### src/hw/rtl/ids_pkg.sv
// Shared constants and codes for the indexed deque store.
package ids_pkg;

  // Storage geometry.
  localparam int DEPTH  = 16;
  localparam int DATA_W = 32;
  localparam int PTR_W  = $clog2(DEPTH);
  localparam int CNT_W  = $clog2(DEPTH + 1);
  localparam int CMP_W  = (CNT_W > 5) ? CNT_W : 5;

  // Stream payload widths.
  localparam int IN_DATA_W  = 40;
  localparam int OUT_DATA_W = 40;
  localparam int REQ_W      = 3;
  localparam int STATUS_W   = 3;

  // Request codes.
  typedef enum logic [REQ_W-1:0] {
    REQ_PUSH_FRONT = 3'd0,
    REQ_PUSH_BACK  = 3'd1,
    REQ_POP_FRONT  = 3'd2,
    REQ_POP_BACK   = 3'd3,
    REQ_READ_IDX   = 3'd4,
    REQ_DEL_IDX    = 3'd5,
    REQ_DEL_VALUE  = 3'd6
  } req_t;

  // Result status codes.
  typedef enum logic [STATUS_W-1:0] {
    ST_OK       = 3'd0,
    ST_EMPTY    = 3'd1,
    ST_RANGE    = 3'd2,
    ST_NOTFOUND = 3'd3,
    ST_FULL     = 3'd4
  } status_t;

endpackage

### src/hw/rtl/indexed_deque_store.sv
// Top level of the indexed deque store: request sequencer around a ring buffer RAM.
//
// Usage: requests arrive on the s_ stream, one result per request leaves on the m_ stream.
// The store holds up to DEPTH words as a ring buffer in a single-port RAM; the front sits
// at a head pointer, so pushes and pops at either end move no data. RAM addresses come
// from one shared wrap-around adder (head plus logical index), apart from a push at the
// front, which writes the slot just below the head; one comparator serves the value
// search, all under a small sequencer.
// Push, error results and the ignored request code 7 go from the execute step straight to
// the emit step; pop and read pass the take step first, where the RAM read data is valid.
// Delete at index also passes the take step, then moves each later entry one place toward
// the front with a RAM read and a RAM write. Delete by value scans every entry up to the
// match (all of them if none matches), a RAM read and a compare each, then shifts the rest.
// One request is in work at a time; s_tready is high only while the sequencer is idle and
// comes back as the result is loaded into the output register.
// A finished result waits in the output register while m_tready is low, and the sequencer
// holds until that register is free, so no result is lost under a stall.
// Reset (rst, synchronous) empties the store and clears the output valid; RAM contents
// are not cleared, since only slots below the count are ever read.
module indexed_deque_store (
  input  logic                               clk,
  input  logic                               rst,
  input  logic                               s_tvalid,
  output logic                               s_tready,
  input  logic [ids_pkg::IN_DATA_W-1:0]      s_tdata,  // value_in[31:0], position[35:32]
  input  logic [ids_pkg::REQ_W-1:0]          s_tuser,  // req_type[2:0]
  output logic                               m_tvalid,
  input  logic                               m_tready,
  output logic [ids_pkg::OUT_DATA_W-1:0]     m_tdata,  // value_out[31:0], count[36:32]
  output logic [ids_pkg::STATUS_W-1:0]       m_tuser   // status[2:0]
);

  typedef enum logic [2:0] {
    S_IDLE,
    S_EXEC,
    S_TAKE,
    S_SCAN_RD,
    S_SCAN_CMP,
    S_SHIFT_RD,
    S_SHIFT_WR,
    S_EMIT
  } state_t;

  state_t                        state;
  ids_pkg::req_t                 req;
  logic [ids_pkg::DATA_W-1:0]    val;
  logic [3:0]                    pos;
  logic [ids_pkg::PTR_W-1:0]     head;
  logic [ids_pkg::CNT_W-1:0]     occ;
  logic [ids_pkg::PTR_W-1:0]     k;
  logic [ids_pkg::DATA_W-1:0]    res_value;
  ids_pkg::status_t              res_status;
  logic [31:0]                   out_value;
  ids_pkg::status_t              out_status;
  logic [4:0]                    out_count;

  // RAM port and shared address unit.
  logic                          ram_we;
  logic [ids_pkg::PTR_W-1:0]     ram_addr;
  logic [ids_pkg::DATA_W-1:0]    ram_wdata;
  logic [ids_pkg::DATA_W-1:0]    ram_rdata;
  logic [ids_pkg::PTR_W-1:0]     off;
  logic [ids_pkg::PTR_W:0]       sum;
  logic [ids_pkg::PTR_W-1:0]     phys;
  logic [ids_pkg::PTR_W-1:0]     head_dec;
  logic [ids_pkg::PTR_W-1:0]     head_inc;

  // Decoded conditions.
  logic                          is_empty;
  logic                          is_full;
  logic                          out_of_range;
  logic                          more_after_k;
  logic [63:0]                   in_wide;
  logic [63:0]                   res_wide;

  assign s_tready = (state == S_IDLE);
  assign m_tdata  = {3'b000, out_count, out_value};
  assign m_tuser  = out_status;

  assign in_wide  = 64'(s_tdata[31:0]);
  assign res_wide = 64'(res_value);

  assign is_empty     = (occ == '0);
  assign is_full      = (occ == ids_pkg::CNT_W'(ids_pkg::DEPTH));
  assign out_of_range = (ids_pkg::CMP_W'(pos) >= ids_pkg::CMP_W'(occ)) ||
                        (ids_pkg::CMP_W'(pos) >= ids_pkg::CMP_W'(ids_pkg::DEPTH));
  assign more_after_k = ((ids_pkg::CNT_W'(k) + ids_pkg::CNT_W'(1)) < occ);

  // Head pointer steps with wrap-around.
  assign head_dec = (head == '0) ? ids_pkg::PTR_W'(ids_pkg::DEPTH - 1)
                                 : head - ids_pkg::PTR_W'(1);
  assign head_inc = (head == ids_pkg::PTR_W'(ids_pkg::DEPTH - 1)) ? '0
                                 : head + ids_pkg::PTR_W'(1);

  // Shared address unit: physical slot of logical index off.
  assign sum  = {1'b0, head} + {1'b0, off};
  assign phys = (sum >= (ids_pkg::PTR_W + 1)'(ids_pkg::DEPTH))
              ? ids_pkg::PTR_W'(sum - (ids_pkg::PTR_W + 1)'(ids_pkg::DEPTH))
              : sum[ids_pkg::PTR_W-1:0];

  // Offset selection and RAM port control for each sequencer step.
  always_comb begin
    off       = '0;
    ram_we    = 1'b0;
    ram_wdata = val;
    ram_addr  = phys;
    case (state)
      S_EXEC: begin
        case (req)
          ids_pkg::REQ_PUSH_FRONT: begin
            ram_addr = head_dec;
            ram_we   = !is_full;
          end
          ids_pkg::REQ_PUSH_BACK: begin
            off    = ids_pkg::PTR_W'(occ);
            ram_we = !is_full;
          end
          ids_pkg::REQ_POP_BACK: begin
            off = ids_pkg::PTR_W'(occ - ids_pkg::CNT_W'(1));
          end
          ids_pkg::REQ_READ_IDX, ids_pkg::REQ_DEL_IDX: begin
            off = ids_pkg::PTR_W'(pos);
          end
          default: begin
            off = '0;
          end
        endcase
      end
      S_SCAN_RD: begin
        off = k;
      end
      S_SHIFT_RD: begin
        off = k + ids_pkg::PTR_W'(1);
      end
      S_SHIFT_WR: begin
        off       = k;
        ram_we    = 1'b1;
        ram_wdata = ram_rdata;
      end
      default: begin
        off = '0;
      end
    endcase
  end

  ids_ram #(
    .WIDTH (ids_pkg::DATA_W),
    .DEPTH (ids_pkg::DEPTH)
  ) u_ram (
    .clk   (clk),
    .we    (ram_we),
    .addr  (ram_addr),
    .wdata (ram_wdata),
    .rdata (ram_rdata)
  );

  // Request sequencer, store pointers and output register.
  always_ff @(posedge clk) begin
    if (rst) begin
      state    <= S_IDLE;
      head     <= '0;
      occ      <= '0;
      m_tvalid <= 1'b0;
    end else begin
      // A taken result frees the output register unless a new one is loaded now.
      if (m_tvalid && m_tready && (state != S_EMIT)) begin
        m_tvalid <= 1'b0;
      end
      case (state)
        S_IDLE: begin
          if (s_tvalid) begin
            req   <= ids_pkg::req_t'(s_tuser);
            val   <= in_wide[ids_pkg::DATA_W-1:0];
            pos   <= s_tdata[35:32];
            state <= S_EXEC;
          end
        end
        S_EXEC: begin
          // The offset is zero for a value search, so the scan starts at the front.
          k <= off;
          case (req)
            ids_pkg::REQ_PUSH_FRONT, ids_pkg::REQ_PUSH_BACK: begin
              state <= S_EMIT;
              if (is_full) begin
                res_value  <= '0;
                res_status <= ids_pkg::ST_FULL;
              end else begin
                res_value  <= val;
                res_status <= ids_pkg::ST_OK;
                occ        <= occ + ids_pkg::CNT_W'(1);
                if (req == ids_pkg::REQ_PUSH_FRONT) begin
                  head <= head_dec;
                end
              end
            end
            ids_pkg::REQ_POP_FRONT, ids_pkg::REQ_POP_BACK: begin
              res_value <= '0;
              if (is_empty) begin
                res_status <= ids_pkg::ST_EMPTY;
                state      <= S_EMIT;
              end else begin
                res_status <= ids_pkg::ST_OK;
                state      <= S_TAKE;
              end
            end
            ids_pkg::REQ_READ_IDX, ids_pkg::REQ_DEL_IDX: begin
              res_value <= '0;
              if (is_empty) begin
                res_status <= ids_pkg::ST_EMPTY;
                state      <= S_EMIT;
              end else if (out_of_range) begin
                res_status <= ids_pkg::ST_RANGE;
                state      <= S_EMIT;
              end else begin
                res_status <= ids_pkg::ST_OK;
                state      <= S_TAKE;
              end
            end
            ids_pkg::REQ_DEL_VALUE: begin
              res_value <= '0;
              if (is_empty) begin
                res_status <= ids_pkg::ST_EMPTY;
                state      <= S_EMIT;
              end else begin
                res_status <= ids_pkg::ST_OK;
                state      <= S_SCAN_RD;
              end
            end
            default: begin
              res_value  <= '0;
              res_status <= ids_pkg::ST_OK;
              state      <= S_EMIT;
            end
          endcase
        end
        S_TAKE: begin
          // Read data for the addressed entry is now valid.
          res_value <= ram_rdata;
          case (req)
            ids_pkg::REQ_POP_FRONT: begin
              head  <= head_inc;
              occ   <= occ - ids_pkg::CNT_W'(1);
              state <= S_EMIT;
            end
            ids_pkg::REQ_POP_BACK: begin
              occ   <= occ - ids_pkg::CNT_W'(1);
              state <= S_EMIT;
            end
            ids_pkg::REQ_DEL_IDX: begin
              if (more_after_k) begin
                state <= S_SHIFT_RD;
              end else begin
                occ   <= occ - ids_pkg::CNT_W'(1);
                state <= S_EMIT;
              end
            end
            default: begin
              state <= S_EMIT;
            end
          endcase
        end
        S_SCAN_RD: begin
          state <= S_SCAN_CMP;
        end
        S_SCAN_CMP: begin
          // Compare one stored entry against the search value.
          if (ram_rdata == val) begin
            res_value <= ram_rdata;
            if (more_after_k) begin
              state <= S_SHIFT_RD;
            end else begin
              occ   <= occ - ids_pkg::CNT_W'(1);
              state <= S_EMIT;
            end
          end else if (more_after_k) begin
            k     <= k + ids_pkg::PTR_W'(1);
            state <= S_SCAN_RD;
          end else begin
            res_status <= ids_pkg::ST_NOTFOUND;
            state      <= S_EMIT;
          end
        end
        S_SHIFT_RD: begin
          state <= S_SHIFT_WR;
        end
        S_SHIFT_WR: begin
          // Entry k + 1 is written to slot k now; close the gap further on.
          k <= k + ids_pkg::PTR_W'(1);
          if ((ids_pkg::CNT_W'(k) + ids_pkg::CNT_W'(2)) < occ) begin
            state <= S_SHIFT_RD;
          end else begin
            occ   <= occ - ids_pkg::CNT_W'(1);
            state <= S_EMIT;
          end
        end
        S_EMIT: begin
          // Hand the result over once the output register is free.
          if (!m_tvalid || m_tready) begin
            m_tvalid   <= 1'b1;
            out_value  <= res_wide[31:0];
            out_status <= res_status;
            out_count  <= 5'(occ);
            state      <= S_IDLE;
          end
        end
        default: begin
          state <= S_IDLE;
        end
      endcase
    end
  end

endmodule

### src/hw/rtl/ids_ram.sv
// Generic single-port RAM with registered read data.
module ids_ram #(
  parameter int WIDTH = 32,
  parameter int DEPTH = 16,
  parameter int ADDR_W = $clog2(DEPTH)
) (
  input  logic              clk,
  input  logic              we,
  input  logic [ADDR_W-1:0] addr,
  input  logic [WIDTH-1:0]  wdata,
  output logic [WIDTH-1:0]  rdata
);

  logic [WIDTH-1:0] mem [DEPTH];

  // Write on enable, otherwise register the addressed word.
  always_ff @(posedge clk) begin
    if (we) begin
      mem[addr] <= wdata;
    end else begin
      rdata <= mem[addr];
    end
  end

endmodule
### config.mk
export PLATFORM = sky130hd
export DESIGN_NAME = indexed_deque_store
export DESIGN_NICKNAME = d
export VERILOG_FILES = /design/src/hw/rtl/ids_pkg.sv /design/src/hw/rtl/indexed_deque_store.sv /design/src/hw/rtl/ids_ram.sv
export SDC_FILE = /design/constraint.sdc
export NUM_CORES = 1
export LEC_CHECK = 0
export BUFFER_PORTS_ARGS = -buffer_cell sky130_fd_sc_hd__buf_4
export CORE_ASPECT_RATIO = 1.1
export CORE_UTILIZATION = 60
export DETAILED_ROUTE_END_ITERATION = 7
export GPL_ROUTABILITY_DRIVEN = 0
export PLACE_DENSITY = 0.77
export SYNTH_ARGS = -nofsm -noshare
export SYNTH_HDL_FRONTEND = slang
export SYNTH_SLANG_ARGS = --single-unit
### constraint.sdc
create_clock -name clk -period 9.8 [get_ports clk]
set_input_delay 0.98 -clock clk [delete_from_list [all_inputs] [get_ports clk]]
set_output_delay 0.98 -clock clk [all_outputs]
set_load 0.05 [all_outputs]
# After elaboration in Yosys (flattened, before gate mapping)
# Memories as Yosys holds them, arrays and structs flattened. A register that Yosys moved wholly into a read port is not among the register bits.
# Cells that the tools add are included.
[word_totals]
register_bits = 131
mem_bits_rw = 512
input_bits = 47
output_inout_bits = 45
wordCells = 140
memories = 1
[mem_list]
columns = ["memory", "words", "width", "read_ports", "rd_clocked_by_memory_dff", "wr", "line", "rtl"]
rows = [
  ["u_ram.mem", 16, 32, 1, 1, 1, "ids_ram.sv:14", "logic [WIDTH-1:0] mem [DEPTH];"],
]
[classes]
addsub = 9
n_lt_le_gt_ge = 4
n_eq_ne = 29
muxes = 55
n_bitwise = 1
n_reduce_logical = 28
[op_table]
columns = ["cell", "count"]
rows = [
  ["two-way mux 32 bit", 4],
  ["one-hot mux 32 bit (3 select lines)", 1],
  ["two-way mux 4 bit", 11],
  ["one-hot mux 4 bit (3 select lines)", 3],
  ["two-way mux 3 bit", 11],
  ["equality test 32 bit", 1],
  ["two-way mux 5 bit", 5],
  ["one-hot mux 3 bit (8 select lines)", 1],
  ["equality test 3 bit, second input constant", 7],
  ["!= test 2 bit, second input constant", 10],
  ["one-hot mux 5 bit (4 select lines)", 1],
  ["one-hot mux 3 bit (3 select lines)", 2],
  ["equality test 3 x 2 -> 1 bit, second input constant", 4],
  ["< comparator 5 bit", 2],
  ["two-way mux 2 bit", 5],
  ["one-hot mux 5 bit (2 select lines)", 1],
  ["AND reduction 3 bit", 3],
  ["adder 4 x 1 -> 4 bit, second input constant", 2],
  ["one-hot mux 4 bit (2 select lines)", 1],
  ["AND reduction 4 bit", 2],
  ["OR reduction 2 bit", 4],
  ["subtractor 4 x 1 -> 4 bit, second input constant", 2],
  ["two-way mux 1 bit", 7],
  ["equality test 3 x 1 -> 1 bit, second input constant", 2],
  ["other kinds (27)", 34],
]

# Logic depth before layout (Yosys ltp)
# Gate-level depths: netlist of run 1.
[depth]
depth_word = 9
depth_mapped = 17
ltp_nobuf = 14

# Hierarchy
# A second synthesis of run 1 with hierarchy kept.
[hier_totals]
cells_unflattened = 1366
area_unflattened_um2 = 26852.0
[modules_own_cells]
columns = ["mod", "instances", "cells_per_inst", "area_per_inst_um2", "seq_area_each_um2"]
rows = [
  ["ids_ram", 1, 841, 20184.4, 16335.7],
  ["indexed_deque_store", 1, 525, 6667.6, 3803.6],
]

# Worst setup path after synthesis of run 1
# OpenSTA, ideal clock, no wires.
[synth_timing]
path_kind = "reg2reg"
from = "register req[2]"
to = "memory u_ram.mem[0][0] (enable)"
setup_time_ns = 0.461
arrival_time_ns = 5.131
required_ns = 9.339
slack_ns = 4.207
path_stages_with_launch = 16
path_buffers = 3
synth_period_minus_slack_ns = 5.593
cell_sequence = "edfxtp_1 > clkbuf_1 > nor2b_1 > nand2_1 > o22ai_1 > mux2i_1 > o22ai_1 > ha_1 > fa_1 > a21oi_1 > a21oi_2 > buf_2 > buf_1 > nor2_1 > nand2_1 > nor3_1"
[synth_between]
elab_chain_cells = 9
elab_cells_between_ends = 19
cone_classes = "add/sub (2); order compare (1); eq/ne (4); mux (9); reduce/logical (3)"
[synth_rtl]
columns = ["item", "line", "rtl"]
rows = [
  ["start: declaration", "indexed_deque_store.sv:45", "ids_pkg::req_t req;"],
  ["start signal: assignment", "indexed_deque_store.sv:172", "req <= ids_pkg::req_t'(s_tuser);"],
  ["equality test 3 bit", "indexed_deque_store.sv:109", "case (req)"],
  ["OR reduction 2 bit", "indexed_deque_store.sv:109", ""],
  ["one-hot mux 4 bit (3 select lines)", "indexed_deque_store.sv:109", ""],
  ["one-hot mux 4 bit (3 select lines)", "indexed_deque_store.sv:107", "case (state)"],
  ["adder 4 x 4 -> 5 bit", "indexed_deque_store.sv:96", "assign sum = {1'b0, head} + {1'b0, off};"],
  ["subtractor 4 x 1 -> 4 bit or greater-or-equal comparator 5 bit (tied branches)", "indexed_deque_store.sv:98, indexed_deque_store.sv:97", ""],
  ["two-way mux 4 bit", "indexed_deque_store.sv:98", "? ids_pkg::PTR_W'(sum - (ids_pkg::PTR_W + 1)'(ids_pkg::DEPTH))"],
  ["two-way mux 4 bit", "indexed_deque_store.sv:109", ""],
  ["two-way mux 4 bit", "indexed_deque_store.sv:107", ""],
  ["end: declaration", "ids_ram.sv:14", ""],
]
# Parallel ways exist; a longest one is shown, timed or not.

# Worst setup path in the final report of run 1
[layout_timing]
from = "register req[2]"
to = "register u_ram.rdata[12] (read register of u_ram.mem), data pin"
[layout_between]
elab_chain_cells = 9
elab_cells_between_ends = 18
cone_classes = "add/sub (2); order compare (1); eq/ne (4); mux (7); reduce/logical (4)"
[layout_rtl]
columns = ["item", "line", "rtl"]
rows = [
  ["equality test 3 bit", "indexed_deque_store.sv:109", ""],
  ["OR reduction 2 bit", "indexed_deque_store.sv:109", ""],
  ["one-hot mux 4 bit (3 select lines)", "indexed_deque_store.sv:109", ""],
  ["one-hot mux 4 bit (3 select lines)", "indexed_deque_store.sv:107", ""],
  ["adder 4 x 4 -> 5 bit", "indexed_deque_store.sv:96", ""],
  ["subtractor 4 x 1 -> 4 bit or greater-or-equal comparator 5 bit (tied branches)", "indexed_deque_store.sv:98, indexed_deque_store.sv:97", ""],
  ["two-way mux 4 bit", "indexed_deque_store.sv:98", ""],
  ["two-way mux 4 bit", "indexed_deque_store.sv:109", ""],
  ["two-way mux 4 bit", "indexed_deque_store.sv:107", ""],
  ["end: declaration", "ids_ram.sv:11", "output logic [WIDTH-1:0] rdata"],
]
# Parallel ways exist; a longest one is shown, timed or not.
# A chain may end at the register's enable or synchronous reset.

==> results.py, run 1 <==
metrics = {
    "yosys": {
        "synth_cells": 2072,
        "ys_seq_area_frac": 0.701,
        "async_reset_ff_frac": 0,
        "synth_area_leaders": "edfxtp_1 69%, a211o_1 3.9%, nand3_1 3.4%",
        "syn-cell-area_sq_um": 28700,
        "synth-seq-cells": 675,
        "yosysUniqueCellTypes": 71,
        "synth-edff-count": 662,
        "ys_warn_count": 0,
        "synth_ff_type": "edfxtp_1",
        "postSynthAreaPerCell_sq_um": 13.9,
        "synth_top_area_frac": 0.692,
        "yosysTopAreaCell": "edfxtp_1",
    },
    "worst_setup_path": {
        "slowest_stage": "buf_4",
        "crit_path_max_fanout": 105,
        "crit_family": "buffers and inverters",
        "cp_num_buf_inv": 2,
        "cp.arrival_ps": 5720,
        "critical_path_class": "register to register",
        "path_cells": "nor2b_1 > nand2_1 > o22ai_1 > mux2i_1 > o22ai_1 > ha_1 > a21o_4 > buf_4 > buf_4 > nand3_1 > a31oi_1 > a32oi_1 > mux2i_1",
        "end_kind": "register",
        "slowest_delay_ps": 900,
        "start_kind": "register",
        "required_ps": 10280,
    },
    "run": {
        "max_cap_violations": 0,
    },
    "grt": {
        "grt_pass1_wl_mm": 105,
        "grt_overflow_total": 0,
        "grt_max_degree": 201,
        "grt_pass1_vias": 17883,
        "grt_usage": 0.286,
        "grt_antenna_before_repair": 1,
    },
    "clocking": {
        "clkSinkCount": 675,
        "clkTransAtPathRegs_ps": 60,
        "clockRootBuffer": "clkbuf_16",
        "cts_buffer_depth": 3,
        "cts_resized": 0,
        "cts.htree.levels": 2,
        "clock_latency_ps": 640,
        "cts_setup_buffers": 0,
        "cts_tree": "yes",
        "cts_buffers": 60,
        "postCtsHoldBufs": 0,
    },
    "floorplan": {
        "core_sq_um": 46900,
        "die_y_um": 232,
        "io_pins": 92,
        "start_util": 0.612,
        "fp-row-count": 83,
        "die_area_sq_um": 48800,
        "die_x_um": 211,
    },
    "drt": {
        "via_per_inst": 6.76,
        "wl_mm": 69.9,
        "vias": 18692,
        "met1_length_mm": 26.7,
        "drt-pass1-iter-count": 5,
        "wl_met3_mm": 7.08,
        "drc": 0,
        "post_drt_wl_per_cell_um": 25.3,
        "ant_nets": 0,
        "top_layer": "met5",
        "route.met2.wl_mm": 33.6,
        "drt_iter0_markers": 2775,
    },
    "timing": {
        "setup_viol": 0,
        "slew_headroom": 0.127,
        "finalSetupTns_ps": 0,
        "fmaxAchievable_mhz": 191,
        "fin_skew_ps": 31.1,
        "period_share": 0.535,
        "finalWorstPathRequiredPeriod_ps": 5250,
        "tightest_slew_ps": 1310,
        "hold_viol": 0,
        "drv_slew": 0,
        "rsz0062_at_grt": "false",
    },
    "power": {
        "peakVddDrop_uv": 384,
        "leakage_nw": 11.1,
        "cellPowerDensity_nw_per_um2": 294,
    },
    "final_layout": {
        "final_cell_mix": "662 x edfxtp_1, 198 x nand3_1, 143 x o21ai_0",
        "final_common_cell": "edfxtp_1",
        "area_growth_pct": 10.5,
        "drive_gt1_frac": 0.118,
        "num_antenna_cells": 0,
        "fin_nets": 2150,
        "fin_area_sq_um": 31800,
    },
    "placement": {
        "placed_cell_area_sq_um": 29900,
        "hpwl_mm": 37.1,
        "port_buffers": 84,
    },
    "min_path": {
        "min_path_type": "register to register",
    },
    "outcome": {
        "status": "finished clean",
    },
}
[final cells by class]
class                      instances  area [sq um]
fill                            3131         15200
timing repair buffer             122           928
clock inverter                    38           363
clock buffer                      71          1540
multi-input combinational       1205          7940
inverter                          16          60.1
tap                              637           797
sequential                       675         20100
[logic make-up after synthesis]
logic type / share of synthesized area
XOR/XNOR: 0.0122
flip-flops: 0.701
other: 0.000130
multiplexers: 0.0138
AND/OR/NAND/NOR: 0.104
adder cells (fa/ha/maj): 0.0103
buffers and inverters: 0.0294
AO/OA/AOI/OAI: 0.129
[sequential cells by signal, summed over array words and instances, names as in the netlist]
signal and count:
u_ram.mem 512, out_value 32, res_value 32, u_ram.rdata 32, val 32, occ 5, out_count 5, head 4
k 4, pos 4, m_tuser 3, req 3, res_status 3, state 3, m_tvalid 1
[metrics by stage]
| stage | hold WS [ps] | setup slack (ps) | cells | total power, mW | util |
|---|---|---|---|---|---|
| 4_1_cts | 419 | 4660 | 2764 | 9.30 | 0.677 |
| 5_1_grt | 425 | 4170 | 2764 | 9.72 | 0.677 |
| 3_5_place_dp | 405 | 4680 | 2655 | 6.99 | 0.636 |
| 6_report | 419 | 4550 | 2764 | 9.34 | 0.677 |
| 2_1_floorplan | 400 | 4210 | 2074 | 6.16 | - |
| 3_3_place_gp | 401 | 4770 | 2655 | 6.90 | 0.636 |
[worst register-to-register path, cell delays in order (launching register included)]
cell,delay [ps]
edfxtp_1,630
nor2b_1,350
nand2_1,120
o22ai_1,230
mux2i_1,110
o22ai_1,250
ha_1,240
a21o_4,470
buf_4,910
buf_4,950
nand3_1,310
a31oi_1,260
a32oi_1,90
mux2i_1,190
[Yosys cell counts, drive strengths merged, types with 2 or more instances]
cell type and instances:
a211o 129, or2 7, a21oi 27, o21a 2, a211oi 8, nand3 198, nor4b 4, nand2b 10
o221a 3, mux2i 36, inv 16, o221ai 2, a21o 4, a22o 33, clkbuf 120, o22ai 6
a31oi 70, o41ai 3, mux2 3, and2 3, xor2 3, or3 4, nor2 31, a32oi 64
nor2b 8, and3 133, nand4 11, xnor2 37, o21ai 154, or3b 3, nor4 3, nor3 31
a22oi 6, buf 58, ha 22, nand2 121, nand3b 3, dfxtp 13, o31ai 4, edfxtp 662
[worst paths after layout]
check             slack (ps)               startpoint                         to  cells after the start
setup / recovery        4550         req[2]$_DFFE_PP_  u_ram.rdata[12]$_DFFE_PN_                     13
hold / removal           420  res_value[12]$_DFFE_PP_    out_value[12]$_DFFE_PP_                      0
setup reg to reg        4550         req[2]$_DFFE_PP_  u_ram.rdata[12]$_DFFE_PN_                     13
hold reg to reg          420  res_value[12]$_DFFE_PP_    out_value[12]$_DFFE_PP_                      0
[report_power, final]
part	total (mW)	internal, mW	switching, mW
Sequential	3.88	3.65	0.237
Combinational	3.13	1.12	2.01
Clock	2.32	1.30	1.02
Total	9.34	6.07	3.26
[layer usage]
metal / vias to the layer above / GRT usage
met5: - / 0
met4: 2 / 0.128
met3: 174 / 0.0466
met2: 1157 / 0.460
met1: 9156 / 0.386
li1: 8203 / -
(Power assumes the default switching activity.)
==> run 2, diff against run 1 <==
CORE_UTILIZATION = 56   (was 60)
PLACE_DENSITY = 0.76   (was 0.77)
clock period = 4.6 ns   (was 9.8 ns; I/O delays follow)
==> run 2 against run 1 <==
Compared with the run above: sequential power rose by 110%; largest power group unchanged; power is 120% higher; clock skew fell by 7.3 ps; critical path type unchanged; first-iteration DRC count decreased by 3.7%; die area increased by 7.1%; register-to-register slack got worse by 4300 ps; routed wire length grew 4.2%; clock-buffer cell count down 1.
==> results.py, run 2 (same netlist as run 1, synthesis figures left out) <==
metrics = {
    "clocking": {
        "clockRootBuffer": "clkbuf_16",
        "cts_tree": "yes",
        "cts_buffers": 61,
        "clock_latency_ps": 640,
        "cts.htree.levels": 2,
        "cts_setup_buffers": 0,
        "clkSinkCount": 675,
        "cts_resized": 0,
        "clkTransAtPathRegs_ps": 70,
        "cts_buffer_depth": 3,
    },
    "power": {
        "seqPwrFrac": 0.403,
        "p_comb_frac": 0.352,
        "peakVddDrop_uv": 470,
        "power_frac_clock": 0.245,
        "switching_share": 0.353,
        "power_mw": 20.4,
        "intPower_mw": 13.2,
        "cellPowerDensity_nw_per_um2": 621,
        "p_switching_mw": 7.21,
        "leakage_nw": 11.5,
    },
    "timing": {
        "hold_viol": 0,
        "rsz0062_at_grt": "false",
        "fmaxAchievable_mhz": 228,
        "hold_slack_ps": 161,
        "final.setup.worst_slack_ps": 212,
        "setup_viol": 0,
        "drv_slew": 0,
        "fin_skew_ps": 23.9,
        "period_share": 0.954,
        "finalWorstPathRequiredPeriod_ps": 4390,
        "tightest_slew_ps": 1120,
        "slew_headroom": 0.245,
    },
    "floorplan": {
        "io_pins": 92,
        "die_x_um": 218,
        "die_y_um": 240,
        "core_sq_um": 50400,
        "die_area_sq_um": 52200,
        "start_util": 0.571,
        "fp-row-count": 86,
    },
    "final_layout": {
        "drive_gt1_frac": 0.134,
        "fin_nets": 2226,
        "area_growth_pct": 14.2,
        "fill_cells": 3433,
        "top_register": "u_ram.mem",
        "final_common_cell": "edfxtp_1",
        "num_antenna_cells": 0,
        "final_cell_mix": "662 x edfxtp_1, 198 x nand3_1, 143 x o21ai_0",
        "largest_register_ffs": 512,
        "final_cells": 2866,
    },
    "drt": {
        "drt-pass1-iter-count": 8,
        "drt_iter0_markers": 2673,
        "vias": 19146,
        "drc": 0,
        "wl_mm": 72.8,
        "ant_nets": 0,
        "post_drt_wl_per_cell_um": 25.4,
        "via_per_inst": 6.68,
    },
    "grt": {
        "grt_overflow_total": 0,
        "grt_max_degree": 159,
        "grt_pass1_wl_mm": 109,
        "grt_pass1_vias": 18272,
        "grt_antenna_before_repair": 1,
        "grt_usage": 0.276,
    },
    "min_path": {
        "min_path_type": "primary input to register",
    },
    "placement": {
        "port_buffers": 84,
        "placed_cells": 2714,
        "hpwl_mm": 40.6,
        "pre_cts_ws_ps": 305,
    },
    "worst_setup_path": {
        "crit_family": "compound AO/OA/AOI/OAI gates",
        "crit_path_max_fanout": 55,
        "end_kind": "register",
        "required_ps": 4990,
        "critical_path_class": "register to register",
        "path_cells": "inv_1 > mux2i_1 > o22ai_1 > ha_1 > fa_1 > a21oi_1 > a21oi_4 > buf_4 > a31oi_1 > a32oi_1 > mux2i_1",
        "slowest_delay_ps": 780,
        "start_kind": "register",
        "cpMostUsedCell": "mux2i_1",
        "slowest_stage": "dfxtp_1",
        "cp_num_buf_inv": 2,
        "cp.arrival_ps": 4780,
    },
    "outcome": {
        "status": "finished clean",
    },
    "run": {
        "max_cap_violations": 0,
    },
}
## run 2: changes by cell type in the layout (fill, tap and decap cells not counted), sizes merged
cell	change
clkbuf	-1
inv	+2
buf	+36
dlygate4sd3	+39
clkinvlp	+5
bufinv	-2
## run 2: worst paths after layout
kind	depth (start not counted)	slack, ps	start	to
worst min register to register	0	420	res_value[9]$_DFFE_PP_	out_value[9]$_DFFE_PP_
worst min-delay path	2	160	rst	m_tvalid$_SDFF_PP0_
worst max register to register	11	210	state[1]$_SDFFE_PP0P_	u_ram.rdata[24]$_DFFE_PN_
worst max-delay path	11	210	state[1]$_SDFFE_PP0P_	u_ram.rdata[24]$_DFFE_PN_
## run 2: area by class of cell
type,count,area (sq um),area share
Multi-Input combinational cell,1205,8010,0.244
Inverter,16,60.1,0.00183
Clock buffer,70,1580,0.0482
Clock inverter,43,369,0.0112
Tap cell,660,826,0.0252
Sequential cell,675,20100,0.614
Timing Repair Buffer,197,1840,0.0560
## run 2: what timing repair did
item | CTS | global route
hold buffers | 39 | 0
endpoints found under the hold margin | 39 | 0
setup endpoints to repair | 0 | 0
## run 2: metrics by stage
stage | instance area, sq um | setup TNS (ps) | util
6_report | 32800 | 0 | 0.652
5_1_grt | 32800 | 0 | 0.652
4_1_cts | 32800 | 0 | 0.652
3_5_place_dp | 30500 | 0 | 0.605
3_3_place_gp | 30500 | 0 | 0.605
2_1_floorplan | 28800 | -63700 | -
## run 2: worst register-to-register path, stage by stage (launching register included)
cell and delay (ps):
dfxtp_1 780, inv_1 300, mux2i_1 300, o22ai_1 140, ha_1 230, fa_1 520
a21oi_1 80, a21oi_4 540, buf_4 650, a31oi_1 220, a32oi_1 280, mux2i_1 110
## run 2: per-layer routing
metal	GRT usage	up-vias	wire [um]
li1	-	8366	-
met1	0.375	9319	27900
met2	0.439	1252	34300
met3	0.0438	207	7550
met4	0.125	2	3040
met5	0	-	13
## run 2: power groups by stage
stage / logic, mW / registers (mW) / clock network [mW]
finish: 7.17 / 8.22 / 4.99
global route: 7.72 / 8.25 / 5.23
global placement: 6.81 / 8.29 / 0
floorplan: 4.98 / 8.15 / 0
detailed placement: 6.99 / 8.32 / 0
CTS: 7.07 / 8.19 / 5.02
